**config.mk**
```make
export PLATFORM = sky130hd
export DESIGN_NAME = scancode_to_ascii_key_fifo_top
export DESIGN_NICKNAME = d
export VERILOG_FILES = /design/src/rtl/sckf_pkg.sv /design/src/rtl/sckf_ram.sv /design/src/rtl/sckf_core.sv /design/src/rtl/scancode_to_ascii_key_fifo_top.sv
export SDC_FILE = /design/constraint.sdc
export NUM_CORES = 2
export LEC_CHECK = 0
export BUFFER_PORTS_ARGS = -buffer_cell sky130_fd_sc_hd__buf_2
export CORE_ASPECT_RATIO = 0.6
export CORE_MARGIN = 5
export CORE_UTILIZATION = 63
export DETAILED_ROUTE_END_ITERATION = 6
export HOLD_SLACK_MARGIN = 0.05
export PLACE_DENSITY_LB_ADDON = 0.3
export SYNTH_ARGS = -nofsm -noshare
export SYNTH_HDL_FRONTEND = slang
export SYNTH_SLANG_ARGS = --single-unit
```
**constraint.sdc**
```tcl
create_clock -name clk -period 21.5 [get_ports clk]
set_input_delay 4.3 -clock clk [delete_from_list [all_inputs] [get_ports clk]]
set_output_delay 4.3 -clock clk [all_outputs]
set_load 0.02 [all_outputs]
```
**src/rtl/sckf_pkg.sv**
```systemverilog
// Types, constants and the set-1 keymap for the scancode key FIFO.
// No dependencies.
package sckf_pkg;

  localparam int FIFO_DEPTH = 256;
  localparam int PTR_W      = (FIFO_DEPTH > 1) ? $clog2(FIFO_DEPTH) : 1;
  localparam int CNT_W      = PTR_W + 1;
  localparam int FILL_MAX   = (FIFO_DEPTH - 1 > 255) ? 255 : FIFO_DEPTH - 1;

  localparam int MAP_SIZE   = 58;
  localparam int MAP_IDX_W  = $clog2(MAP_SIZE);

  localparam logic CMD_SCANCODE = 1'b0;
  localparam logic CMD_READ     = 1'b1;

  localparam logic [6:0] ASCII_NONE = 7'h00;
  localparam logic [6:0] ASCII_BS   = 7'h08;
  localparam logic [6:0] ASCII_TAB  = 7'h09;
  localparam logic [6:0] ASCII_LF   = 7'h0A;
  localparam logic [6:0] ASCII_STAR = 7'h2A;
  localparam logic [6:0] ASCII_SPC  = 7'h20;

  localparam logic [6:0] KEYMAP [MAP_SIZE] = '{
    ASCII_NONE, ASCII_NONE, 7'h31, 7'h32, 7'h33, 7'h34, 7'h35, 7'h36,
    7'h37, 7'h38, 7'h39, 7'h30, 7'h2D, 7'h3D, ASCII_BS, ASCII_TAB,
    7'h71, 7'h77, 7'h65, 7'h72, 7'h74, 7'h79, 7'h75, 7'h69,
    7'h6F, 7'h70, 7'h5B, 7'h5D, ASCII_LF, ASCII_NONE, 7'h61, 7'h73,
    7'h64, 7'h66, 7'h67, 7'h68, 7'h6A, 7'h6B, 7'h6C, 7'h3B,
    7'h27, 7'h60, ASCII_NONE, 7'h5C, 7'h7A, 7'h78, 7'h63, 7'h76,
    7'h62, 7'h6E, 7'h6D, 7'h2C, 7'h2E, 7'h2F, ASCII_NONE, ASCII_STAR,
    ASCII_NONE, ASCII_SPC
  };

  typedef struct packed {
    logic       command;
    logic [7:0] scancode;
  } item_t;

  typedef struct packed {
    logic [6:0]  char_out;
    logic        char_valid;
    logic        stored;
    logic        dropped_full;
    logic [31:0] event_total;
    logic [7:0]  fill_level;
  } result_t;

  typedef struct packed {
    logic             we;
    logic [PTR_W-1:0] waddr;
    logic [6:0]       wdata;
    logic [PTR_W-1:0] raddr;
  } ram_req_t;

  function automatic logic [6:0] keymap_lookup(input logic [7:0] code);
    logic [6:0] ch;
    ch = ASCII_NONE;
    if (32'(code) < MAP_SIZE) begin
      ch = KEYMAP[code[MAP_IDX_W-1:0]];
    end
    return ch;
  endfunction

  function automatic logic [7:0] fill_sat(input logic [CNT_W-1:0] n);
    logic [7:0] f;
    if (32'(n) > 32'd255) begin
      f = 8'd255;
    end else begin
      f = 8'(n);
    end
    return f;
  endfunction

endpackage

```
**src/rtl/sckf_ram.sv**
```systemverilog
// Generic single-write, single-read RAM with registered read data.
// No dependencies.
module sckf_ram #(
  parameter int WIDTH = 8,
  parameter int DEPTH = 256
) (
  input  logic                                   clk,
  input  logic                                   we,
  input  logic [((DEPTH > 1) ? $clog2(DEPTH) : 1)-1:0] waddr,
  input  logic [WIDTH-1:0]                       wdata,
  input  logic [((DEPTH > 1) ? $clog2(DEPTH) : 1)-1:0] raddr,
  output logic [WIDTH-1:0]                       rdata
);

  logic [WIDTH-1:0] mem [DEPTH];

  always_ff @(posedge clk) begin
    if (we) begin
      mem[waddr] <= wdata;
    end
    rdata <= mem[raddr];
  end

endmodule

```
**src/rtl/sckf_core.sv**
```systemverilog
// Pointer, counter and keymap logic with the result register.
// Depends on sckf_pkg; drives the character RAM through a ram_req_t.
module sckf_core (
  input  logic             clk,
  input  logic             rst,
  input  logic             take,
  input  sckf_pkg::item_t  item,
  input  logic [6:0]       rdata,
  output sckf_pkg::ram_req_t ram_req,
  output logic             strobe,
  output sckf_pkg::result_t result
);
  import sckf_pkg::*;

  logic [PTR_W-1:0] wp, wp_next, wp_inc;
  logic [PTR_W-1:0] rp, rp_next, rp_inc;
  logic [31:0]      count, count_next;
  logic [6:0]       ascii;
  logic             is_event, push_try, full, push, drop, pop;
  logic [CNT_W-1:0] fill;

  logic             strobe_q;
  logic             pop_q, stored_q, drop_q;
  logic [31:0]      total_q;
  logic [7:0]       fill_q;

  always_comb begin
    wp_inc   = (wp == PTR_W'(FIFO_DEPTH - 1)) ? '0 : wp + PTR_W'(1);
    rp_inc   = (rp == PTR_W'(FIFO_DEPTH - 1)) ? '0 : rp + PTR_W'(1);
    ascii    = keymap_lookup(item.scancode);
    is_event = (item.command == CMD_SCANCODE);
    push_try = is_event && (ascii != ASCII_NONE);
    full     = (wp_inc == rp);
    push     = push_try && !full;
    drop     = push_try && full;
    pop      = (item.command == CMD_READ) && (wp != rp);

    wp_next    = wp;
    rp_next    = rp;
    count_next = count;
    if (take) begin
      if (push) begin
        wp_next = wp_inc;
      end
      if (pop) begin
        rp_next = rp_inc;
      end
      if (is_event) begin
        count_next = count + 32'd1;
      end
    end

    if (wp_next >= rp_next) begin
      fill = {1'b0, wp_next} - {1'b0, rp_next};
    end else begin
      fill = {1'b0, wp_next} + CNT_W'(FIFO_DEPTH) - {1'b0, rp_next};
    end

    ram_req.we    = take && push;
    ram_req.waddr = wp;
    ram_req.wdata = ascii;
    ram_req.raddr = rp;
  end

  always_ff @(posedge clk) begin
    if (rst) begin
      wp       <= '0;
      rp       <= '0;
      count    <= '0;
      strobe_q <= 1'b0;
      pop_q    <= 1'b0;
    end else begin
      wp       <= wp_next;
      rp       <= rp_next;
      count    <= count_next;
      strobe_q <= take;
      pop_q    <= take && pop;
    end
  end

  always_ff @(posedge clk) begin
    if (take) begin
      stored_q <= push;
      drop_q   <= drop;
      total_q  <= count_next;
      fill_q   <= fill_sat(fill);
    end
  end

  assign strobe = strobe_q;

  always_comb begin
    result.char_out     = pop_q ? rdata : ASCII_NONE;
    result.char_valid   = pop_q;
    result.stored       = stored_q;
    result.dropped_full = drop_q;
    result.event_total  = total_q;
    result.fill_level   = fill_q;
  end

endmodule

```
**src/rtl/scancode_to_ascii_key_fifo_top.sv**
```systemverilog
// Top level of the set-1 scancode to ASCII key FIFO.
// Depends on sckf_pkg, sckf_core and sckf_ram.
//
//  channel  | handshake         | payload  | accepted when
//  ---------+-------------------+----------+-----------------------------
//  command  | start / busy      | item     | start high, busy low
//  result   | strobe            | result   | edge ending the strobe cycle
//
// One item per cycle while busy is low; each result shows the cycle after
// its item is taken, from the registered read port of the character RAM.
// busy is high only while rst is high; the FIFO needs no clearing pass.
// The receiver cannot stall; results appear in item order, one per item.
module scancode_to_ascii_key_fifo_top (
  input  logic              clk,
  input  logic              rst,
  input  logic              start,
  output logic              busy,
  input  sckf_pkg::item_t   item,
  output logic              strobe,
  output sckf_pkg::result_t result
);
  import sckf_pkg::*;

  logic       take;
  ram_req_t   ram_req;
  logic [6:0] rdata;

  assign busy = rst;
  assign take = start && !busy;

  sckf_core u_core (
    .clk     (clk),
    .rst     (rst),
    .take    (take),
    .item    (item),
    .rdata   (rdata),
    .ram_req (ram_req),
    .strobe  (strobe),
    .result  (result)
  );

  sckf_ram #(
    .WIDTH (7),
    .DEPTH (FIFO_DEPTH)
  ) u_ram (
    .clk   (clk),
    .we    (ram_req.we),
    .waddr (ram_req.waddr),
    .wdata (ram_req.wdata),
    .raddr (ram_req.raddr),
    .rdata (rdata)
  );

endmodule

```
======== Yosys cells after proc, flatten, opt, wreduce, memory -nomap -nowiden ========
Memory sizes are Yosys's and may differ from the RTL's. A register that Yosys moved wholly into a read port is not among the register bits.
Cells that the tools add are included.
storage, ports and cells
  bits in registers ....................... 92
  latch bits .............................. 0
  bits in writable memories ............... 1792
  memory bits (read-only) ................. 448
  logic and storage cells ................. 52
  memories ................................ 2
operators by class
  add/sub/neg operators ................... 6
  multiply operators ...................... 0
  div/mod/pow operators ................... 0
  magnitude comparators ................... 4
  equal/unequal tests ..................... 4
  shift-type cells ........................ 0
  muxes and demuxes ....................... 15
  bitwise gates (word level) .............. 2
  reductions and logical operators ........ 10
memories
  name             depth  bits a word  rd ports  clocked after Yosys merged registers in  write ports  line            RTL
  u_ram.mem        256    7            1         1                                        1            sckf_ram.sv:15  logic [WIDTH-1:0] mem [DEPTH];
  (no name shown)  64     7            1         0                                        0            sckf_pkg.sv:59  ch = KEYMAP[code[MAP_IDX_W-1:0]];
operators by type and width
  kind                   number
  $mux 32                2
  $mux 8                 6
  $add 32x1->32 const B  1
  $mux 7                 4
  $add 8x1->8 const B    2
  $eq 8x8->1 const B     2
  $add 8x9->9 const B    1
  $gt 9x8->1 const B     1
  $mux 9                 1
  $sub 8x8->9            1
  $sub 9x8->9            1
  $eq 8x8->1             1
  $ge 8x8->1             1
  $lt 8x6->1 const B     1
  $ne 8x8->1             1
  $ge 7x7->1 const B     1
  $logic_and 1x1->1      7
  $not 6->7              1
  $reduce_bool 7->1      1
  $logic_not 1->1        2
  $mux 1                 2
  $not 1->1              1

======== Logic depth before layout (Yosys ltp) ========
  depth after elaboration ................. 14
  gate-level depth with buffers ........... 21

======== Modules after synthesis ========
A second synthesis with hierarchy kept.
unflattened totals
  cells, all modules ...................... 3924
  area, all modules ....................... 75524.9 um2
by module, submodules not included
  module                          instances  cells an instance  area each (um2)
  sckf_ram                        1          3381               70197.3
  sckf_core                       1          541                5306.3
  scancode_to_ascii_key_fifo_top  1          2                  21.3

======== Worst setup path after synthesis ========
Ideal clock, no wire load.
  path kind ............................... input -> register
  from .................................... input item[1] (netlist name)
  to ...................................... register u_core.fill_q[7], data pin
  library setup time ...................... 0.158 ns
  data arrival time ....................... 18.954 ns
  data required time ...................... 21.342 ns
  setup slack ............................. 2.388 ns
  stages on the path ...................... 20
  path buffers ............................ 3
  cell sequence ........................... buf_2 -> inv_1 -> ha_1 -> mux2_2 -> a22oi_1 -> nor2_1 -> a211oi_1 -> or4_1 -> buf_4 -> o21ai_4 -> mux2_1 -> ha_1 -> nor2b_1 -> o21ai_0 -> a21oi_1 -> o31ai_1 -> a21oi_1 -> or3_1 -> clkbuf_1 -> o211ai_1
RTL lines
  element               line                                  RTL
  from (decl)           scancode_to_ascii_key_fifo_top.sv:18  input sckf_pkg::item_t item,
  to (signal assigned)  sckf_core.sv:86                       fill_q <= fill_sat(fill);
  to (decl)             sckf_core.sv:25                       logic [7:0] fill_q;

==> metrics.md <==
| Metric | Value |
|---|---|
| Clk pwr share | `41.4%` |
| Crit end category | `flip-flop` |
| Fmax | `97.63 MHz` |
| Sequential Power Share | `56.2%` |
| Flop and latch count out of synthesis | `1891` |
| WP data required | `21.99 ns` |
| CP endpoint | `u_core.fill_q[3]` |
| Placer Congestion | `0.9119` |
| Routed vias/inst | `7.030` |
| Clk slew on worst S/H paths | `0.06 ns` |
| Post-route clock period utilization | `47.64%` |
| Syn avg cell area | `18.70 sq um` |
| Clock latency on the worst-skew pair | `0.81 ns` |
| Simple-gate share of the synthesized area | `4.787%` |
| Worst Tran Pin Value | `1.454 ns` |
| HP Class | `flip-flop to flip-flop` |
| Switching pwr | `0.001471 W` |
| Clock Tree Buf Depth | `3` |
| FF-to-FF End | `u_core.fill_q[3]` |
| FILL cells | `7158` |
| Crit path time final | `10.24 ns` |
| Adder-Cell Fraction of Synth Area | `0.4566%` |
| CTS Sinks | `1891` |
| FF-to-FF path depth | `17` |
| Setup TNS | `0 ns` |
| PD cells | `86.86 nW/um^2` |
| CTS tree | `yes` |
| Sequential cell area | `56230 sq um` |
| CTS Root Cell | `clkbuf_16` |
| Synth unique cells | `76` |
| Port buffer count | `63` |
| Routed len/inst | `32.50 um` |
| Worst-path cell with the longest stage delay | `or4_1` |
| Via Count | `40910` |
| Total Power | `0.007200 W` |
| First-pass GRT wire length | `274800 um` |
| Hold path depth | `2` |
| Worst path cell trace | `buf_2 > inv_1 > ha_1 > o31ai_1 > a21oi_1 > o211ai_2 > nor3_2 > buf_4 > or4_1 > o21ai_4 > mux2_1 > ha_1 > nor2b_1 > o21ai_0 > a21oi_1 > o31ai_1 > a21oi_1 > o21ai_1 > o211ai_1` |
| Final Cell Area | `82900 sq um` |
| Post-CTS setup repair buffer count | `0` |
| WP data arrival | `10.74 ns` |
| CTS buffer count | `159` |
| Worst r2r src | `u_core.wp[0]` |
| Most common cell after layout, fill and taps aside | `edfxtp_1` |
| Net switching fraction of the power | `20.43%` |
| Number of global-route vias before repair | `39710` |
| Layout cells sized above 1 | `19.46%` |
| Die width | `457.3 um` |
| Final Setup Violations | `0` |
| Most frequent cells in the layout | `edfxtp_1, mux4_2, nor2_1, mux2i_1, nand2_1` |
| First DRT Iteration DRCs | `6568` |
| Hold Vio Cnt, Final | `0` |
| Asr flop ratio synth | `0%` |
| Drt pass-1 iters | `6` |
| Comb power frac | `2.4%` |
| Antenna violations before repair | `4` |
| Max Cap Viol | `0` |
| Slew HR | `2.692%` |
| Largest family of logic cells by synthesized area | `multiplexers` |
| Io pins | `64` |
| Slowest cell delay on critical path | `0.96 ns` |
| Core area | `119200 sq um` |
| GR Overflow Total | `0` |
| Multiplexer share of the synthesized area | `14.04%` |
| Post-Syn Nets | `4083` |
| Maximum VDD drop | `0.00008260 V` |
| EDFF count, synth | `1834` |
| Placement Rows | `98` |
| Clock Skew | `0.03517 ns` |
| Post-Synthesis Cells | `4044` |
| Xor/xnor cell area share of the yosys netlist | `0.6137%` |
| Post-synthesis compound-gate area fraction | `3.937%` |
| DRC Markers | `0` |
| Post-cts repair resize count | `0` |
| Mapped Area | `75640 sq um` |
| Syn. warnings | `0` |
| Critical path type | `input port to flip-flop` |
| Internal power | `0.005730 W` |
| Register area share after synthesis | `74.32%` |
| Top FF cell, synth | `edfxtp_1` |
| Worst Setup Start Kind | `input port` |
| Diode count | `0` |
| Outcome | `complete, no violations` |
| Die Area | `127300 sq um` |
| P_leak | `22.07 nW` |
| Max-slew violation count | `0` |
| Multi-input gate area | `18280 sq um` |
| Most Crowded Layer GR | `met1` |
| GRT Total Usage | `29.66%` |
| RSZ-0062 raised after global routing | `no` |
| Die H | `278.4 um` |
| Nets | `4126` |
| DRT Wirelength | `189100 um` |
| CP dominant cell by count | `a21oi_1` |
| Worst Path Max Fanout | `83` |
| Area after DPL | `77600 sq um` |
| Post-route antenna net violation count | `0` |
| Area Overhead vs Synth | `9.596%` |
| Initial Utilization | `63.46%` |
| Met3 Track Usage GR | `11.03%` |
| Post-CTS Hold Fix Bufs | `0` |
| Largest net degree at the start of global routing | `257` |
| H-tree depth | `4` |
| R2R Setup Slk | `14.98 ns` |
| CP startpoint | `item[1]` |
| Met2 usage | `40.38%` |
| Routing usage on met1 | `45.47%` |
| HPWL after DPL | `111400 um` |
-- sequential cells by signal (all words and copies together) (netlist names) --
name,cells
u_ram.rdata,7
u_core.pop_q,1
u_core.fill_q,8
u_core.drop_q,1
u_ram.mem,1792
u_core.stored_q,1
u_core.count,32
u_core.wp,8
u_core.strobe,1
u_core.rp,8
u_core.total_q,32
-- stage by stage --
| step | util, % | instances | worst slack [ns] | hold WS, ns |
|---|---|---|---|---|
| finish | 69.55 | 5819 | 11.26 | 0.5771 |
| global route | 69.55 | 5819 | 10.86 | 0.5896 |
| CTS | 69.55 | 5819 | 11.41 | 0.5724 |
| detailed placement | 65.11 | 5526 | 10.58 | 0.5626 |
| global placement | 65.11 | 5526 | 10.67 | 0.5545 |
| floorplan | - | 4044 | 2.388 | 0.5312 |
-- layout make-up --
| class | count | share of cell area (%) |
|---|---|---|
| clock buffers | 193 | 5.068 |
| clock inverters | 100 | 1.319 |
| inverters | 26 | 0.1177 |
| multi-input cells | 1868 | 22.06 |
| flip-flops and latches | 1891 | 67.83 |
| well taps | 1600 | 2.415 |
| repair buffers | 141 | 1.192 |
-- per-layer routing --
metal  part of all wire [%]  vias to the layer above
met5                  0.025                        -
met4                    3.1                        8
met3                     15                      401
met2                     42                     3113
met1                     39                    20870
li1                       -                    16510
-- cells in the mapped netlist, types with 4 or more instances --
cell type | n | area (sq um)
a32oi_1 | 5 | 43.79
nor3b_1 | 5 | 37.54
clkbuf_1 | 108 | 405.4
nand4_1 | 22 | 137.6
mux2_1 | 4 | 45.04
buf_1 | 28 | 105.1
mux4_2 | 380 | 8558
xnor2_1 | 23 | 201.4
buf_2 | 85 | 425.4
a41oi_1 | 7 | 61.31
o211a_1 | 4 | 40.04
mux2_2 | 5 | 56.30
nand2_1 | 176 | 660.6
o32ai_1 | 9 | 78.83
ha_1 | 26 | 325.3
a211o_1 | 10 | 87.58
or2_2 | 4 | 25.02
o21ai_0 | 37 | 185.2
a21oi_1 | 33 | 165.2
o2111ai_1 | 10 | 87.58
mux2i_1 | 196 | 1962
buf_4 | 18 | 135.1
a22o_1 | 6 | 52.55
nor2b_1 | 48 | 300.3
dfxtp_1 | 57 | 1141
a211oi_1 | 16 | 120.1
inv_1 | 23 | 86.33
buf_6 | 20 | 225.2
o211ai_1 | 25 | 187.7
nand3_1 | 87 | 435.4
xor2_1 | 30 | 262.8
and3_1 | 23 | 143.9
a31oi_1 | 15 | 93.84
nor3_1 | 67 | 335.3
nand2b_1 | 15 | 93.84
o22ai_1 | 97 | 606.8
a22oi_1 | 82 | 615.6
edfxtp_1 | 1834 | 55070
and2_1 | 16 | 100.1
nor4_1 | 17 | 106.4
nor2_1 | 294 | 1104
a21o_1 | 8 | 60.06
a221oi_1 | 18 | 157.7
-- power groups by stage --
stage          registers (W)  clock network, W  logic [W]
2_1_floorplan        0.00415                 0  0.0000975
3_3_place_gp         0.00413                 0   0.000167
3_5_place_dp         0.00413                 0   0.000171
4_1_cts              0.00405           0.00300   0.000171
5_1_grt              0.00405           0.00317   0.000182
6_report             0.00405           0.00298   0.000172
-- critical path: cells and delay by family --
| family | cells | cell delay (ns) |
|---|---|---|
| buffers and inverters | 3 | 0.91 |
| and+or+nand+nor | 3 | 1.16 |
| AOI/OAI and AO/OA | 10 | 3.18 |
| adders and majority gates | 2 | 0.72 |
| muxes | 1 | 0.43 |
-- worst min path at each step --
stage	from	endpoint	slack, ns
floorplan	u_core.count[31]	u_core.count[31]	0.53
global placement	u_core.count[31]	u_core.count[31]	0.55
detailed placement	u_core.count[31]	u_core.count[31]	0.56
CTS	u_core.count[31]	u_core.count[31]	0.57
global route	u_core.count[31]	u_core.total_q[31]	0.59
finish	u_core.count[31]	u_core.count[31]	0.58
-- cell families (layout without fill, tap and decap cells) --
logic type      count (synthesis)  count (layout)
flops                        1891            1891
simple gates                  791             791
mux                           585             585
compound gates                412             412
buf+inv                       285             460
xor+xnor                       53              53
fa+ha+maj                      27              27
(Power assumes the default switching activity.)
